**src/sv/fcr_pkg.sv**
```systemverilog
`timescale 1ns / 1ps

package fcr_pkg;

    // Delay memory geometry; depth is always a power of two.
    localparam int ADDR_BITS   = 17;
    localparam int DELAY_DEPTH = 1 << ADDR_BITS;

    // Sample and coefficient formats
    localparam int SAMPLE_BITS = 16;
    localparam int GAIN_BITS   = 15;
    localparam int DELAY_BITS  = 17;
    localparam int FRAC_BITS   = 15;
    localparam int ROUND_HALF  = 1 << (FRAC_BITS - 1);

    // Exact product of a sample and a zero-extended gain, plus headroom for sums
    localparam int PROD_BITS    = SAMPLE_BITS + GAIN_BITS + 1;
    localparam int ACC_BITS     = PROD_BITS + 2;
    localparam int DL_WIDE_BITS = (ADDR_BITS > DELAY_BITS) ? ADDR_BITS : DELAY_BITS;

    localparam longint SAMPLE_MAX = (longint'(1) << (SAMPLE_BITS - 1)) - 1;
    localparam longint SAMPLE_MIN = -SAMPLE_MAX - 1;

    // Configuration port
    localparam int CFG_IDX_BITS  = 4;
    localparam int CFG_DATA_BITS = DELAY_BITS;

    typedef logic [ADDR_BITS-1:0]          addr_t;
    typedef logic signed [SAMPLE_BITS-1:0] sample_t;
    typedef logic signed [PROD_BITS-1:0]   prod_t;
    typedef logic signed [ACC_BITS-1:0]    acc_t;
    typedef logic [GAIN_BITS-1:0]          gain_t;
    typedef logic [CFG_IDX_BITS-1:0]       reg_idx_t;

    // Register indexes
    localparam reg_idx_t REG_DELAY_LENGTH = reg_idx_t'(0);
    localparam reg_idx_t REG_DECAY_COEFF  = reg_idx_t'(1);
    localparam reg_idx_t REG_DRY_GAIN     = reg_idx_t'(2);
    localparam reg_idx_t REG_WET_GAIN     = reg_idx_t'(3);

    typedef struct packed {
        logic [DELAY_BITS-1:0] delay_length;
        gain_t                 decay_coeff;
        gain_t                 dry_gain;
        gain_t                 wet_gain;
    } cfg_t;

    localparam cfg_t CFG_RESET = '{
        delay_length: 17'd4800,
        decay_coeff:  15'd29491,
        dry_gain:     15'd32767,
        wet_gain:     15'd9830
    };

    // Source of the delayed sample for one request
    typedef struct packed {
        logic fwd;     // slot is being written on the same edge as the read
        logic stored;  // slot written since reset; otherwise it reads as zero
    } rd_sel_t;

    // Signed sample times unsigned Q0.15 gain, exact
    function automatic prod_t mul_gain(input sample_t s, input gain_t g);
        prod_t a;
        prod_t b;
        a = prod_t'(s);
        b = prod_t'({1'b0, g});
        return a * b;
    endfunction

    // Q1.30 to Q1.15, round to nearest, ties toward plus infinity
    function automatic acc_t round_q15(input acc_t p);
        acc_t t;
        t = p + acc_t'(ROUND_HALF);
        return t >>> FRAC_BITS;
    endfunction

    // Clamp to the sample range
    function automatic sample_t sat_sample(input acc_t v);
        acc_t hi;
        acc_t lo;
        hi = acc_t'(SAMPLE_MAX);
        lo = acc_t'(SAMPLE_MIN);
        if (v > hi)
        begin
            return sample_t'(hi[SAMPLE_BITS-1:0]);
        end
        else if (v < lo)
        begin
            return sample_t'(lo[SAMPLE_BITS-1:0]);
        end
        return sample_t'(v[SAMPLE_BITS-1:0]);
    endfunction

endpackage

```
**src/sv/fcr_arith.sv**
```systemverilog
`timescale 1ns / 1ps

// Write-back stage datapath: picks the delayed sample, builds the feedback
// value for the delay memory and the two mix products.
module fcr_arith (
    input  fcr_pkg::cfg_t    cfg_val,
    input  fcr_pkg::sample_t x,
    input  fcr_pkg::sample_t mem_q,
    input  fcr_pkg::rd_sel_t sel,
    input  fcr_pkg::sample_t fwd_data,
    output fcr_pkg::sample_t fb,
    output fcr_pkg::prod_t   dry_prod,
    output fcr_pkg::prod_t   wet_prod
);
    import fcr_pkg::*;

    sample_t d;
    acc_t    decay_rnd;

    // Bypass beats memory; never-written slots read as zero
    always_comb
    begin
        if (sel.fwd)
        begin
            d = fwd_data;
        end
        else if (sel.stored)
        begin
            d = mem_q;
        end
        else
        begin
            d = '0;
        end
    end

    // Feedback: x + round(d * decay), saturated
    assign decay_rnd = round_q15(acc_t'(mul_gain(d, cfg_val.decay_coeff)));
    assign fb        = sat_sample(acc_t'(x) + decay_rnd);

    // Mix products, summed in the next stage
    assign dry_prod = mul_gain(x, cfg_val.dry_gain);
    assign wet_prod = mul_gain(d, cfg_val.wet_gain);

endmodule

```
**config.mk**
```make
export PLATFORM = sky130hd
export DESIGN_NAME = fcr_arith
export DESIGN_NICKNAME = d
export VERILOG_FILES = /design/src/sv/fcr_pkg.sv /design/src/sv/fcr_arith.sv
export SDC_FILE = /design/constraint.sdc
export NUM_CORES = 2
export LEC_CHECK = 0
export BUFFER_PORTS_ARGS = -buffer_cell sky130_fd_sc_hd__buf_4
export CAP_MARGIN = 20
export CORE_UTILIZATION = 70
export DETAILED_ROUTE_END_ITERATION = 6
export PLACE_DENSITY = 0.95
export SYNTH_ARGS = -nofsm -noshare
export SYNTH_HDL_FRONTEND = slang
export SYNTH_SLANG_ARGS = --single-unit
```
**constraint.sdc**
```tcl
create_clock -name vclk -period 18.66
set_clock_uncertainty 0.1 [all_clocks]
set_input_delay 1.866 -clock vclk [all_inputs]
set_output_delay 1.866 -clock vclk [all_outputs]
set_load 0.02 [all_outputs]
```
==> flow_metrics.env <==
export IMPL_nClkBuffers=0
export IMPL_gr_usage_all_layers_pct=34.3
export IMPL_crit_fanout=30
export IMPL_start_kind="input port"
export IMPL_dp_hpwl_um=57900
export IMPL_synth_area_leaders="fa_1 (50%), ha_1 (12%), inv_1 (11%)"
export IMPL_wl_um=69900
export IMPL_dr_pass1_iters=7
export IMPL_vias=23000
export IMPL_worstPathArrival_ns=11.81
export IMPL_num_rows=74
export IMPL_fmax_mhz=72.6
export IMPL_synth_nets=4443
export IMPL_syn_cell_area_um2=29400
export IMPL_viasPerCell=5.86
export IMPL_setup_viol=0
export IMPL_wl_per_cell_um=17.8
export IMPL_post_synth_top_area_fraction_pct=50.5
export IMPL_antenna_left=0
export IMPL_grt_pass1_vias=25700
export IMPL_critical_path_max_stage_delay_ns=0.82
export IMPL_outcome="complete, but fails checks"
export IMPL_drcViolationCount=15
export IMPL_yosysSeqAreaShare_pct=0
export IMPL_regArea_um2=0
export IMPL_antenna_found_initial=2
export IMPL_grt_max_degree=32
export IMPL_yosysTopAreaCell="fa_1"
export IMPL_setup_tns_ns=0
export IMPL_crit_path_frequent_cell="fa_1"
export IMPL_critPathRequiredTime_ns=16.69
export IMPL_place_gp_congestion=0.909
export IMPL_drv_cap=0
export IMPL_syn_avg_cell_area_um2=8.89
export IMPL_start_util_pct=71.6
export IMPL_cts_setup_buffers=0
export IMPL_post_route_util_pct=75.6
export IMPL_endpoint_kind="primary output"
export IMPL_io_buffers=175
export IMPL_final_max_slew_viol_count=0
export IMPL_fill_cells=2535
export IMPL_die_w_um=207
export IMPL_crit_buf_inv=8
export IMPL_grt_pass1_wl_um=120000
export IMPL_hold_class="input port to primary output"
export IMPL_multi_input_area_um2=25700
export IMPL_relSlewSlack_pct=35.6
export IMPL_postCtsHoldBufs=0
export IMPL_area_growth_pct=5.67
export IMPL_cp_slowest_cell="o31ai_2"
export IMPL_final_common_cell="inv_1"
export IMPL_cts_resized_gates=0
export IMPL_core_area_um2=41100
export IMPL_path_delay_family="compound AO/OA/AOI/OAI gates"
export IMPL_drt_iter0_drc=1839
export IMPL_period_share_pct=73.8
export IMPL_netlist_instances=3309
export IMPL_synth_cell_types=67
export IMPL_die_h_um=207
export IMPL_dieArea_um2=42900
export IMPL_fin_crit_ns=13.78
export IMPL_ios=192
export IMPL_worst_pin_slew_ns=0.959
export IMPL_synth_warning_count=0
export IMPL_rsz0062_at_grt="false"
export IMPL_drive_gt1_share_pct=6.30
export IMPL_final_cell_mix="inv_1 (879), fa_1 (742), nand2_1 (403)"
export IMPL_hold_viol_final=0
export IMPL_sequential_cell_total=0
export IMPL_criticalPathCategory="input port to primary output"
export IMPL_globalRoute_totalOverflow=0
export IMPL_nets=4519
export IMPL_violations="DRC"
[final cells by class]
class,count,share of cell area [%]
multi-input cells,2311,82.6
diodes,2,0.0161
well taps,532,2.14
repair buffers,193,4.66
inverters,879,10.6
[cells in the mapped netlist (all sizes together), types with 2 or more instances]
cell type,count
a2111oi,5
a211o,3
a211oi,15
a21boi,4
a21o,37
a21oi,80
a221o,3
a221oi,2
a22o,16
a311o,2
a31o,5
a31oi,5
a41o,2
and2,360
and3,5
buf,4
clkbuf,115
fa,742
ha,280
inv,879
nand2,403
nand2b,9
nand3,16
nand3b,2
nand4,7
nor2,47
nor2b,10
nor3,14
nor4,4
o2111ai,2
o211ai,4
o21a,12
o21ai,57
o21bai,15
o22ai,6
o311ai,2
o31ai,5
o41ai,3
or2,4
or3,8
xnor2,71
xor2,30
[worst min-delay path, stage by stage]
cell,delay [ns]
buf_4,0.18
and2_1,0.14
buf_4,0.13
[worst paths after layout]
path        from     endpoint  slack, ns  cells past startpoint
min   cfg_val[0]  wet_prod[0]       4.09                      3
max       sel[1]       fb[10]       4.88                     34
[metrics by stage]
stage	instances	area (µm²)	setup slack [ns]	hold slack, ns
2_1_floorplan	3309	29400	6.29	3.81
3_3_place_gp	3914	31100	5.50	4.08
3_5_place_dp	3914	31100	5.17	4.09
4_1_cts	3914	31100	5.08	4.09
5_1_grt	3917	31100	4.46	4.11
6_report	3917	31100	4.88	4.09
[metal layers]
layer	wire length, µm	global-route usage, %
met5	0	0
met2	36200	61.4
met4	3400	15.2
met3	6160	4.41
met1	24100	41.6
[cell families after synthesis]
logic type	share of synthesized area (%)
muxes	0.0383
AOI/OAI and AO/OA	6.69
xor gates and xnor gates	3.01
buffers and inverters	12.8
and+or+nand+nor	15.1
adders and majority gates	62.4
Power is left out: the tool's default activity adds up to more than one toggle a clock period on the data nets, which glitch-free logic cannot reach.
