--- config.mk ---
export PLATFORM = sky130hd
export DESIGN_NAME = fcr_regs_flat
export DESIGN_NICKNAME = d
export VERILOG_FILES = /design/src/sv/fcr_pkg.sv /design/src/sv/fcr_if.sv /design/src/sv/fcr_regs.sv /design/src/flat_wrapper.sv
export SDC_FILE = /design/constraint.sdc
export NUM_CORES = 1
export LEC_CHECK = 0
export BUFFER_PORTS_ARGS = -buffer_cell sky130_fd_sc_hd__buf_4
export CAP_MARGIN = 10
export CELL_PAD_IN_SITES_DETAIL_PLACEMENT = 1
export CELL_PAD_IN_SITES_GLOBAL_PLACEMENT = 2
export CORE_MARGIN = 5
export CORE_UTILIZATION = 35
export CTS_BUF_LIST = sky130_fd_sc_hd__clkbuf_8
export DETAILED_ROUTE_END_ITERATION = 10
export PLACE_DENSITY_LB_ADDON = 0.1
export SKIP_CTS_REPAIR_TIMING = 1
export SLEW_MARGIN = 20
export SYNTH_ARGS = -nofsm -noshare
export SYNTH_HDL_FRONTEND = slang
export SYNTH_SLANG_ARGS = --single-unit
--- constraint.sdc ---
create_clock -name clk -period 0.85 [get_ports clk]
set_input_delay 0.17 -clock clk [delete_from_list [all_inputs] [get_ports clk]]
set_output_delay 0.17 -clock clk [all_outputs]
set_load 0.01 [all_outputs]
--- src/sv/fcr_pkg.sv ---
`timescale 1ns / 1ps

package fcr_pkg;

    // Delay memory geometry; depth is always a power of two.
    localparam int ADDR_BITS   = 17;
    localparam int DELAY_DEPTH = 1 << ADDR_BITS;

    // Sample and coefficient formats
    localparam int SAMPLE_BITS = 16;
    localparam int GAIN_BITS   = 15;
    localparam int DELAY_BITS  = 17;
    localparam int FRAC_BITS   = 15;
    localparam int ROUND_HALF  = 1 << (FRAC_BITS - 1);

    // Exact product of a sample and a zero-extended gain, plus headroom for sums
    localparam int PROD_BITS    = SAMPLE_BITS + GAIN_BITS + 1;
    localparam int ACC_BITS     = PROD_BITS + 2;
    localparam int DL_WIDE_BITS = (ADDR_BITS > DELAY_BITS) ? ADDR_BITS : DELAY_BITS;

    localparam longint SAMPLE_MAX = (longint'(1) << (SAMPLE_BITS - 1)) - 1;
    localparam longint SAMPLE_MIN = -SAMPLE_MAX - 1;

    // Configuration port
    localparam int CFG_IDX_BITS  = 4;
    localparam int CFG_DATA_BITS = DELAY_BITS;

    typedef logic [ADDR_BITS-1:0]          addr_t;
    typedef logic signed [SAMPLE_BITS-1:0] sample_t;
    typedef logic signed [PROD_BITS-1:0]   prod_t;
    typedef logic signed [ACC_BITS-1:0]    acc_t;
    typedef logic [GAIN_BITS-1:0]          gain_t;
    typedef logic [CFG_IDX_BITS-1:0]       reg_idx_t;

    // Register indexes
    localparam reg_idx_t REG_DELAY_LENGTH = reg_idx_t'(0);
    localparam reg_idx_t REG_DECAY_COEFF  = reg_idx_t'(1);
    localparam reg_idx_t REG_DRY_GAIN     = reg_idx_t'(2);
    localparam reg_idx_t REG_WET_GAIN     = reg_idx_t'(3);

    typedef struct packed {
        logic [DELAY_BITS-1:0] delay_length;
        gain_t                 decay_coeff;
        gain_t                 dry_gain;
        gain_t                 wet_gain;
    } cfg_t;

    localparam cfg_t CFG_RESET = '{
        delay_length: 17'd4800,
        decay_coeff:  15'd29491,
        dry_gain:     15'd32767,
        wet_gain:     15'd9830
    };

    // Source of the delayed sample for one request
    typedef struct packed {
        logic fwd;     // slot is being written on the same edge as the read
        logic stored;  // slot written since reset; otherwise it reads as zero
    } rd_sel_t;

    // Signed sample times unsigned Q0.15 gain, exact
    function automatic prod_t mul_gain(input sample_t s, input gain_t g);
        prod_t a;
        prod_t b;
        a = prod_t'(s);
        b = prod_t'({1'b0, g});
        return a * b;
    endfunction

    // Q1.30 to Q1.15, round to nearest, ties toward plus infinity
    function automatic acc_t round_q15(input acc_t p);
        acc_t t;
        t = p + acc_t'(ROUND_HALF);
        return t >>> FRAC_BITS;
    endfunction

    // Clamp to the sample range
    function automatic sample_t sat_sample(input acc_t v);
        acc_t hi;
        acc_t lo;
        hi = acc_t'(SAMPLE_MAX);
        lo = acc_t'(SAMPLE_MIN);
        if (v > hi)
        begin
            return sample_t'(hi[SAMPLE_BITS-1:0]);
        end
        else if (v < lo)
        begin
            return sample_t'(lo[SAMPLE_BITS-1:0]);
        end
        return sample_t'(v[SAMPLE_BITS-1:0]);
    endfunction

endpackage

--- src/sv/fcr_if.sv ---


// Register write channel
interface fcr_cfg_if;
    import fcr_pkg::*;
    logic                     valid;
    logic                     ready;
    reg_idx_t                 index;
    logic [CFG_DATA_BITS-1:0] data;

    modport source (output valid, output index, output data, input ready);
    modport sink   (input valid, input index, input data, output ready);
endinterface

--- src/sv/fcr_regs.sv ---
`timescale 1ns / 1ps

// Configuration registers; writes to unknown indexes are dropped.
module fcr_regs (
    input  logic         clk,
    input  logic         rst_n,
    fcr_cfg_if.sink      cfg,
    output fcr_pkg::cfg_t cfg_val
);
    import fcr_pkg::*;

    cfg_t cfg_val_reg;

    assign cfg.ready = 1'b1;

    always_ff @(posedge clk or negedge rst_n)
    begin
        if (!rst_n)
        begin
            cfg_val_reg <= CFG_RESET;
        end
        else if (cfg.valid)
        begin
            unique case (cfg.index)
                REG_DELAY_LENGTH: cfg_val_reg.delay_length <= cfg.data[DELAY_BITS-1:0];
                REG_DECAY_COEFF:  cfg_val_reg.decay_coeff  <= cfg.data[GAIN_BITS-1:0];
                REG_DRY_GAIN:     cfg_val_reg.dry_gain     <= cfg.data[GAIN_BITS-1:0];
                REG_WET_GAIN:     cfg_val_reg.wet_gain     <= cfg.data[GAIN_BITS-1:0];
                default:          ;
            endcase
        end
    end

    assign cfg_val = cfg_val_reg;

endmodule

--- src/flat_wrapper.sv ---
// flat-port wrapper written by rule: the top's interface ports become plain ports
module fcr_regs_flat import fcr_pkg::*;
  (clk, rst_n, cfg_val, cfg_valid, cfg_index, cfg_data, cfg_ready);
  fcr_cfg_if cfg_i ();
  input  logic clk;
  input  logic rst_n;
  output fcr_pkg::cfg_t cfg_val;
  input wire logic [$bits(cfg_i.valid)-1:0] cfg_valid;
  input wire logic [$bits(cfg_i.index)-1:0] cfg_index;
  input wire logic [$bits(cfg_i.data)-1:0] cfg_data;
  output wire logic [$bits(cfg_i.ready)-1:0] cfg_ready;
  assign cfg_i.valid = cfg_valid;
  assign cfg_i.index = cfg_index;
  assign cfg_i.data = cfg_data;
  assign cfg_ready = cfg_i.ready;
  fcr_regs u_core (.clk(clk), .rst_n(rst_n), .cfg(cfg_i), .cfg_val(cfg_val));
endmodule
==> results.md, run 1 <==
- Area leader, netlist: dfstp_2
- CP Cell Sequence: buf_6
- Post-Syn Nets: 163
- Via count: 1675
- Comb power frac: 0.338
- Ant. Diodes: 0
- Average size of a mapped cell: 17.4 µm²
- Initial Util: 0.359
- Pin count of the biggest net entering global routing: 39
- Port bufs: 85
- Global placer's final weighted congestion: 0.705
- Top cell type's share of synthesized area: 0.380
- Layout cell share with drive strength beyond 1: 0.882
- DRC violation count after routing: 0
- Die W: 93.2 µm
- Most frequent cells in the layout: buf_6, mux2_4, buf_4, dfstp_2, dfrtp_1
- Final period util: 1.36
- Post-Synthesis Cells: 139
- Max Clk Rate: 866 MHz
- Crit path largest cell delay: 0.55 ns
- Routed Wire Length: 6.81 mm
- Commonest non-fill, non-tap cell in the layout: buf_6
- Area Growth Syn to Fin: 74.3%
- Cell depth of the worst setup path: 1
- Global-route wire length before repair: 9.74 mm
- Seq/Total Area, Yosys: 0.659
- Worst setup path startpoint: u_core.cfg_val[20]
- Min-Delay Path Class: input pin to flop
- CTS tree: done
- Setup CP Type: flop to primary output
- Fin area: 0.00422 mm²
- Final hold vios: 0
- Min-delay src: cfg_data[15]
- Antenna Nets Post-Route: 0
- Failing checks: setup timing
- Final Max Tran Viols: 0
- Worst slack, placed: -0.505 ns
- Inserted Clock Buffers: 9
- Clock Latency Late Sink: 0.33 ns
- Core ar.: 0.00676 mm²
- Synth area leaders: dfstp_2, mux2_2, dfrtp_1
- Drt first pass iters: 4
- Vias in the first global route: 1849
- Peak supply drop: 0.00112 V
- Max FFs per register: 62
- DR WL/cell: 19.4 µm
- Worst reg2reg path depth: 2
- I/O Pins: 87
- DRT iter0 DRCs: 30
- Sw Ratio: 0.262
- Dpl hpwl: 4.44 mm
- RSZ-0062 raised after global routing: yes
- Clock Path Buffers: 2
- # fillers: 620
- Clock period minus worst slack: 1.16 ns
- Synth Warn #: 0
- Final worst setup slack: -0.305 ns
- Congestion Overflow GR: 0
- Htree depth: 3
- Critical Path Fanout Max: 2
- CTS Root Cell: clkbuf_8
- Top Family by Delay on Critical Path: flip-flops
- Synthesized cell area: 0.00242 mm²
- Sw Pwr: 2.78 mW
- Final core utilization: 0.625
- Pleak: 2.04 nW
- Vias per Instance: 4.77
- Initial antenna violation count: 0
- CTS Sinks: 62
- Pint: 7.83 mW
- Startpoint types: flop
- Slowest library cell on the worst path: dfstp_2
- Critical Path End Type: primary output
- Crit Reg-Reg Startpoint: u_core.cfg_val[14]
- DIE HEIGHT: 93.2 µm
- Worst path bufs/invs: 1
- Max Cap Viol: 0
- Clock power frac: 0.238
- Clock Skews: 0 ns
- DIE AREA: 0.00868 mm²
- Synth Register Bits: 62
- Critical path arrival: 0.99 ns
- Status: finished with violations
- Flop pwr share: 0.424
- Hold path cells: 2
- Final Net Count: 290
- Req. time, crit path: 0.68 ns
- Rows: 30
- Power density cells: 2510 mW/mm²
- Total GRT Usage: 0.148
- Synth cell types: 15
- Clock-pin slew on the worst setup and hold paths: 0.08 ns
- Placement Cell Area: 0.00348 mm²
- Setup-failing EPs final: 114
==> power groups by stage <==
stage / clock (mW) / sequential (mW) / combinational, mW
3_5_place_dp: 0 / 4.40 / 2.74
4_1_cts: 2.58 / 4.37 / 2.75
3_3_place_gp: 0 / 4.37 / 2.69
6_report: 2.52 / 4.50 / 3.59
2_1_floorplan: 0 / 4.66 / 0.934
5_1_grt: 2.75 / 4.58 / 3.80
==> cell usage after synthesis, drive strengths merged <==
| library cell | number |
|---|---|
| nor2 | 1 |
| dfrtp | 27 |
| dfstp | 35 |
| nand2 | 2 |
| conb | 1 |
| nor4b | 1 |
| nand3 | 1 |
| and2b | 1 |
| nor2b | 1 |
| mux2 | 62 |
| buf | 6 |
| nor3 | 1 |
==> through the flow <==
step	hold WS, ns	setup TNS, ns	std cells	power (mW)
finish	0.0659	-17.59	351	10.6
global route	0.0418	-20.64	351	11.1
CTS	-0.222	-20.75	326	9.70
detailed placement	0.136	-25.97	310	7.14
global placement	0.130	-25.35	310	7.06
floorplan	-0.126	-16.38	139	5.59
==> kinds of logic after synthesis <==
logic type,after synthesis,share of synthesized area
and+or+nand+nor,8,0.0294
DFF,62,0.659
other,1,0.00155
muxes,62,0.288
buffers and inverters,6,0.0222
==> final cells by class <==
type                       count  area, µm²  area share
clock buffer                  10        138      0.0326
clock inverter                 6       55.1      0.0130
multi-input combinational     71       1010       0.240
sequential                    62       1600       0.378
tap                           80        100      0.0237
timing repair buffer         122       1320       0.313
==> metal layers <==
metal	up-vias	share of wire	global-route usage
li1	736	-	-
met4	0	0.012	0.0586
met5	-	0	0
met3	8	0.051	0.0531
met2	56	0.52	0.243
met1	875	0.41	0.177
==> worst paths after layout <==
check	end	slack, ns
min reg2reg	u_core.cfg_val[36]	0.51
min in group asynchronous	u_core.cfg_val[46]	0.34
min	u_core.cfg_val[60]	0.07
max in group asynchronous	u_core.cfg_val[13]	0.22
max	cfg_val[20]	-0.31
max reg2reg	u_core.cfg_val[14]	-0.08
(Power assumes the default switching activity.)
==> run 2, diff against run 1 <==
--- a/config.mk
+++ b/config.mk
@@ -13,6 +13,7 @@
 export CORE_UTILIZATION = 35
 export CTS_BUF_LIST = sky130_fd_sc_hd__clkbuf_8
 export DETAILED_ROUTE_END_ITERATION = 10
+export MAX_ROUTING_LAYER = met4
 export PLACE_DENSITY_LB_ADDON = 0.1
 export SKIP_CTS_REPAIR_TIMING = 1
 export SLEW_MARGIN = 20
==> run 2 against run 1 <==
- the run still ends with setup timing left
- flip-flop and latch count unchanged
- clock-buffer cell count stayed put
- via count stayed put
- sequential power about the same
- hold slack about the same
- maximum frequency shrank 0.25%
- combinational power about the same
- non-clock buffer count unchanged
- core utilization stayed put
==> results.md, run 2 (synthesized netlist as in run 1, its figures left out) <==
- Status: finished with violations (unchanged)
- Failing checks: setup timing (unchanged)
- Placement Cell Area: 0.00348 mm² (unchanged)
- Critical Path End Type: primary output (unchanged)
- Htree depth: 3 (unchanged)
- Via count: 1675 (unchanged)
- Total GRT Usage: 0.153 (was 0.148)
- Critical path arrival: 0.99 ns (about the same)
- Ant. Diodes: 0 (unchanged)
- Rows: 30 (unchanged)
- Pin count of the biggest net entering global routing: 39 (unchanged)
- Initial antenna violation count: 0 (unchanged)
- Clock Skews: 0 ns (unchanged)
- Max FFs per register: 62 (unchanged)
- Fin area: 0.00422 mm² (unchanged)
- Clock Latency Late Sink: 0.33 ns (about the same)
- Slowest library cell on the worst path: dfstp_2 (unchanged)
- Antenna Nets Post-Route: 0 (unchanged)
- Startpoint types: flop (unchanged)
- Final Net Count: 290 (unchanged)
- CTS Sinks: 62 (unchanged)
- Clock Path Buffers: 2 (unchanged)
- CTS tree: done (unchanged)
- CTS Root Cell: clkbuf_8 (unchanged)
- DIE HEIGHT: 93.2 µm (unchanged)
- Peak supply drop: 0.00113 V (was 0.00112 V)
- Setup CP Type: flop to primary output (unchanged)
- Global-route wire length before repair: 9.74 mm (about the same)
- DRT iter0 DRCs: 33 (was 30)
- Congestion Overflow GR: 0 (unchanged)
- CP Cell Sequence: buf_6 (unchanged)
- Final Max Tran Viols: 0 (unchanged)
- Min-Delay Path Class: input pin to flop (unchanged)
- Top Family by Delay on Critical Path: flip-flops (unchanged)
- DIE AREA: 0.00868 mm² (unchanged)
- Final worst setup slack: -0.308 ns (was -0.305 ns)
- DRC violation count after routing: 0 (unchanged)
- Area Growth Syn to Fin: 74.3% (unchanged)
- I/O Pins: 87 (unchanged)
- DR WL/cell: 19.4 µm (about the same)
- Total power: 10.6 mW (about the same)
- Port bufs: 85 (unchanged)
- Vias in the first global route: 1852 (was 1849)
- Most frequent cells in the layout: buf_6, mux2_4, buf_4, dfstp_2, dfrtp_1 (unchanged)
- Power density cells: 2510 mW/mm² (about the same)
- Final hold vios: 0 (unchanged)
- Routed Wire Length: 6.82 mm (was 6.81 mm)
- Commonest non-fill, non-tap cell in the layout: buf_6 (unchanged)
- Setup-failing EPs final: 114 (unchanged)
- Final period util: 1.36 (about the same)
- Die W: 93.2 µm (unchanged)
- Clock period minus worst slack: 1.16 ns (about the same)
- Worst path bufs/invs: 1 (unchanged)
- Core ar.: 0.00676 mm² (unchanged)
- Critical Path Fanout Max: 2 (unchanged)
- Pleak: 2.04 nW (unchanged)
- Crit path largest cell delay: 0.55 ns (about the same)
- Inserted Clock Buffers: 9 (unchanged)
- Drt first pass iters: 4 (unchanged)
- # fillers: 620 (unchanged)
- Max Cap Viol: 0 (unchanged)
- Dpl hpwl: 4.44 mm (unchanged)
- Vias per Instance: 4.77 (unchanged)
- Global placer's final weighted congestion: 0.713 (was 0.705)
- Layout cell share with drive strength beyond 1: 0.882 (unchanged)
- Clock-pin slew on the worst setup and hold paths: 0.08 ns (about the same)
- Max Clk Rate: 863 MHz (was 866 MHz)
- Initial Util: 0.359 (unchanged)
- Req. time, crit path: 0.68 ns (about the same)
- RSZ-0062 raised after global routing: yes (unchanged)
## run 2: cell counts in the layout (fill, tap and decap cells not counted)
Identical to the previous run, type by type.
## run 2: stage by stage
stage | worst slack [ns] | hold slack, ns | cells | util | TNS [ns]
floorplan | -0.404 | -0.126 | 139 | - | -16.38
global placement | -0.467 | 0.130 | 310 | 0.515 | -25.35
detailed placement | -0.505 | 0.136 | 310 | 0.515 | -25.97
CTS | -0.331 | -0.222 | 326 | 0.544 | -20.75
global route | -0.356 | 0.0393 | 351 | 0.625 | -20.70
finish | -0.308 | 0.0656 | 351 | 0.625 | -17.56
## run 2: final timing paths
check / start / to / slack [ns] / depth (start not counted)
worst max-delay path: u_core.cfg_val[27] / cfg_val[27] / -0.31 / 1
worst min-delay path: cfg_data[16] / u_core.cfg_val[61] / 0.07 / 2
worst max register to register: u_core.cfg_val[14] / u_core.cfg_val[14] / -0.08 / 2
worst min register to register: u_core.cfg_val[36] / u_core.cfg_val[36] / 0.51 / 1
max in group asynchronous: rst_n / u_core.cfg_val[13] / 0.21 / 3
min in group asynchronous: rst_n / u_core.cfg_val[46] / 0.33 / 3
## run 2: layer usage
layer | share of wire | up-vias | global-route usage
li1 | - | 734 | -
met1 | 0.42 | 875 | 0.180
met2 | 0.52 | 58 | 0.244
met3 | 0.045 | 8 | 0.0491
met4 | 0.013 | 0 | 0.0586
met5 | 0 | - | -
## run 2: cell type report
class / count / area [µm²] / area share
clock inverter: 6 / 55.1 / 0.0130
multi-input combinational: 71 / 1010 / 0.240
tap: 80 / 100 / 0.0237
clock buffer: 10 / 138 / 0.0326
sequential: 62 / 1600 / 0.378
timing repair buffer: 122 / 1320 / 0.313
## run 2: power breakdown
group	switching, mW	leakage [nW]	internal, mW
registers	0.564	0.698	3.93
clock network	1.13	0.105	1.40
logic	1.10	1.23	2.49
total	2.79	2.04	7.83
==> run 3, diff against run 2 <==
--- a/config.mk
+++ b/config.mk
@@ -20,3 +20,4 @@
 export SYNTH_ARGS = -nofsm -noshare
 export SYNTH_HDL_FRONTEND = slang
 export SYNTH_SLANG_ARGS = --single-unit
+export TNS_END_PERCENT = 50
==> run 3 against run 2 <==
- the flow still finishes with violations (setup timing)
- flip-flop and latch count stayed put
- clock skew unchanged
- via count decreased by 5.6%
- clock-buffer cell count is 2 higher
- final cell count decreased by 4.6%
- cell area shrank 6.5%
- maximum frequency fell by 0.62%
- global-route usage increased by 0.41 points
- critical path depth stayed put
- clock power is 19% higher
- sequential share of layout area up 2.6 points
- largest power group unchanged
==> results.md, run 3 (synthesized netlist as in run 1, its figures left out) <==
- Worst r2r dst: u_core.cfg_val[14] (unchanged)
- Max FFs per register: 62 (unchanged)
- CP Cell Sequence: buf_6 (unchanged)
- CTS Sinks: 62 (unchanged)
- Pint: 7.91 mW (was 7.83 mW)
- Crit path to: cfg_val[21] (was cfg_val[27])
- Setup-failing EPs final: 119 (was 114)
- WL met3: 359 µm (was 304 µm)
- Final hold vios: 0 (unchanged)
- Ant. Diodes: 0 (unchanged)
- Max Cap Viol: 0 (unchanged)
- Cell depth of the worst setup path: 1 (unchanged)
- Global placer's final weighted congestion: 0.704 (was 0.713)
- Flop pwr share: 0.421 (was 0.424)
- Status: finished with violations (unchanged)
- Failing checks: setup timing (unchanged)
- Crit path largest cell delay: 0.56 ns (was 0.55 ns)
- Clock-pin slew on the worst setup and hold paths: 0.07 ns (was 0.08 ns)
- Vias per Instance: 4.72 (was 4.77)
- Clock Path Buffers: 2 (unchanged)
- Metal1 wirelength: 2.67 mm (was 2.87 mm)
- Inserted Clock Buffers: 9 (unchanged)
- Min-Delay Path Class: input pin to flop (unchanged)
- Clock power frac: 0.284 (was 0.239)
- Congestion Overflow GR: 0 (unchanged)
- Critical Path End Type: primary output (unchanged)
- Max Clk Rate: 858 MHz (was 863 MHz)
- Max Used Layer: met4 (unchanged)
- Setup CP Type: flop to primary output (unchanged)
- Crit Reg-Reg Startpoint: u_core.cfg_val[14] (unchanged)
- DRT iter0 DRCs: 34 (was 33)
- Cell count after placement: 309 (was 310)
- Reg2reg setup slack: -0.07 ns (was -0.08 ns)
- Global-route wire length before repair: 9.88 mm (was 9.74 mm)
- Rows: 30 (unchanged)
- Clock Latency Late Sink: 0.33 ns (about the same)
- Non-Filler Instances: 335 (was 351)
- Antenna Nets Post-Route: 0 (unchanged)
- Area Growth Syn to Fin: 62.9% (was 74.3%)
- Sw Ratio: 0.255 (was 0.263)
- Layout cell share with drive strength beyond 1: 0.878 (was 0.882)
- Total power: 10.6 mW (about the same)
- Initial Util: 0.359 (unchanged)
- Final Max Tran Viols: 0 (unchanged)
- I/O Pins: 87 (unchanged)
- Htree depth: 3 (unchanged)
- Worst setup path startpoint: u_core.cfg_val[21] (was u_core.cfg_val[27])
- CTS tree: done (unchanged)
- DIE AREA: 0.00868 mm² (unchanged)
- Setup TNS: -17.44 ns (was -17.56 ns)
- Final period util: 1.37 (was 1.36)
- Die W: 93.2 µm (unchanged)
- Pleak: 1.82 nW (was 2.04 nW)
- Via count: 1581 (was 1675)
- Slowest library cell on the worst path: dfstp_2 (unchanged)
- Dpl hpwl: 4.65 mm (was 4.44 mm)
- Worst slack, placed: -0.493 ns (was -0.505 ns)
- Final Net Count: 274 (was 290)
- DRC violation count after routing: 0 (unchanged)
- Routed Wire Length: 6.48 mm (was 6.82 mm)
- Drt first pass iters: 4 (unchanged)
- Worst path bufs/invs: 1 (unchanged)
- Critical Path Fanout Max: 2 (unchanged)
- Most frequent cells in the layout: buf_6, mux2_2, dfstp_2, buf_4, dfrtp_1 (was buf_6, mux2_4, buf_4, dfstp_2, dfrtp_1)
- Comb power frac: 0.296 (was 0.338)
- Top Family by Delay on Critical Path: flip-flops (unchanged)
- Total GRT Usage: 0.157 (was 0.153)
- Core ar.: 0.00676 mm² (unchanged)
- Startpoint types: flop (unchanged)
- Req. time, crit path: 0.68 ns (about the same)
- Met2 Wirelength: 3.36 mm (was 3.56 mm)
- Peak supply drop: 0.00160 V (was 0.00113 V)
- RSZ-0062 raised after global routing: yes (unchanged)
- Port bufs: 85 (unchanged)
- Clock Skews: 0 ns (unchanged)
- DIE HEIGHT: 93.2 µm (unchanged)
- Fin area: 0.00395 mm² (was 0.00422 mm²)
- Sw Pwr: 2.70 mW (was 2.79 mW)
- Commonest non-fill, non-tap cell in the layout: buf_6 (unchanged)
- Vias in the first global route: 1778 (was 1852)
- Final core utilization: 0.584 (was 0.625)
- Worst reg2reg path depth: 2 (unchanged)
- Critical path arrival: 1.00 ns (was 0.99 ns)
- Hold slack: 0.0656 ns (about the same)
- Power density cells: 2690 mW/mm² (was 2510 mW/mm²)
- Initial antenna violation count: 0 (unchanged)
- Final worst setup slack: -0.315 ns (was -0.308 ns)
- DR WL/cell: 19.3 µm (was 19.4 µm)
- CTS Root Cell: clkbuf_8 (unchanged)
- Pin count of the biggest net entering global routing: 27 (was 39)
- Placement Cell Area: 0.00335 mm² (was 0.00348 mm²)
- Clock period minus worst slack: 1.17 ns (was 1.16 ns)
==> run 3: final cells by class <==
| type | count | area (µm²) |
|---|---|---|
| timing repair buffer | 106 | 1140 |
| fill | 635 | 2810 |
| multi-input combinational | 71 | 881 |
| sequential | 62 | 1600 |
| clock buffer | 12 | 165 |
| clock inverter | 4 | 68.8 |
| tap | 80 | 100 |
==> run 3: worst min-delay path by stage <==
stage / startpoint / to / slack, ns / depth (start not counted)
3_3_place_gp: rst_n / u_core.cfg_val[61] / 0.04 / 1
2_1_floorplan: rst_n / u_core.cfg_val[0] / -0.13 / 0
3_5_place_dp: rst_n / u_core.cfg_val[61] / 0.04 / 1
4_1_cts: rst_n / u_core.cfg_val[61] / -0.33 / 1
6_report: cfg_data[16] / u_core.cfg_val[61] / 0.07 / 2
5_1_grt: cfg_data[16] / u_core.cfg_val[61] / 0.05 / 2
==> run 3: power groups by stage <==
stage	logic, mW	clock network (mW)	registers [mW]
floorplan	0.763	0	4.64
global placement	2.52	0	4.34
detailed placement	2.59	0	4.38
CTS	2.60	3.08	4.34
global route	3.35	3.22	4.56
finish	3.14	3.01	4.46
==> run 3: metal layers <==
| layer | GRT usage | vias up |
|---|---|---|
| met4 | 0.0781 | 0 |
| li1 | - | 709 |
| met2 | 0.250 | 56 |
| met5 | - | - |
| met1 | 0.185 | 808 |
| met3 | 0.0386 | 8 |
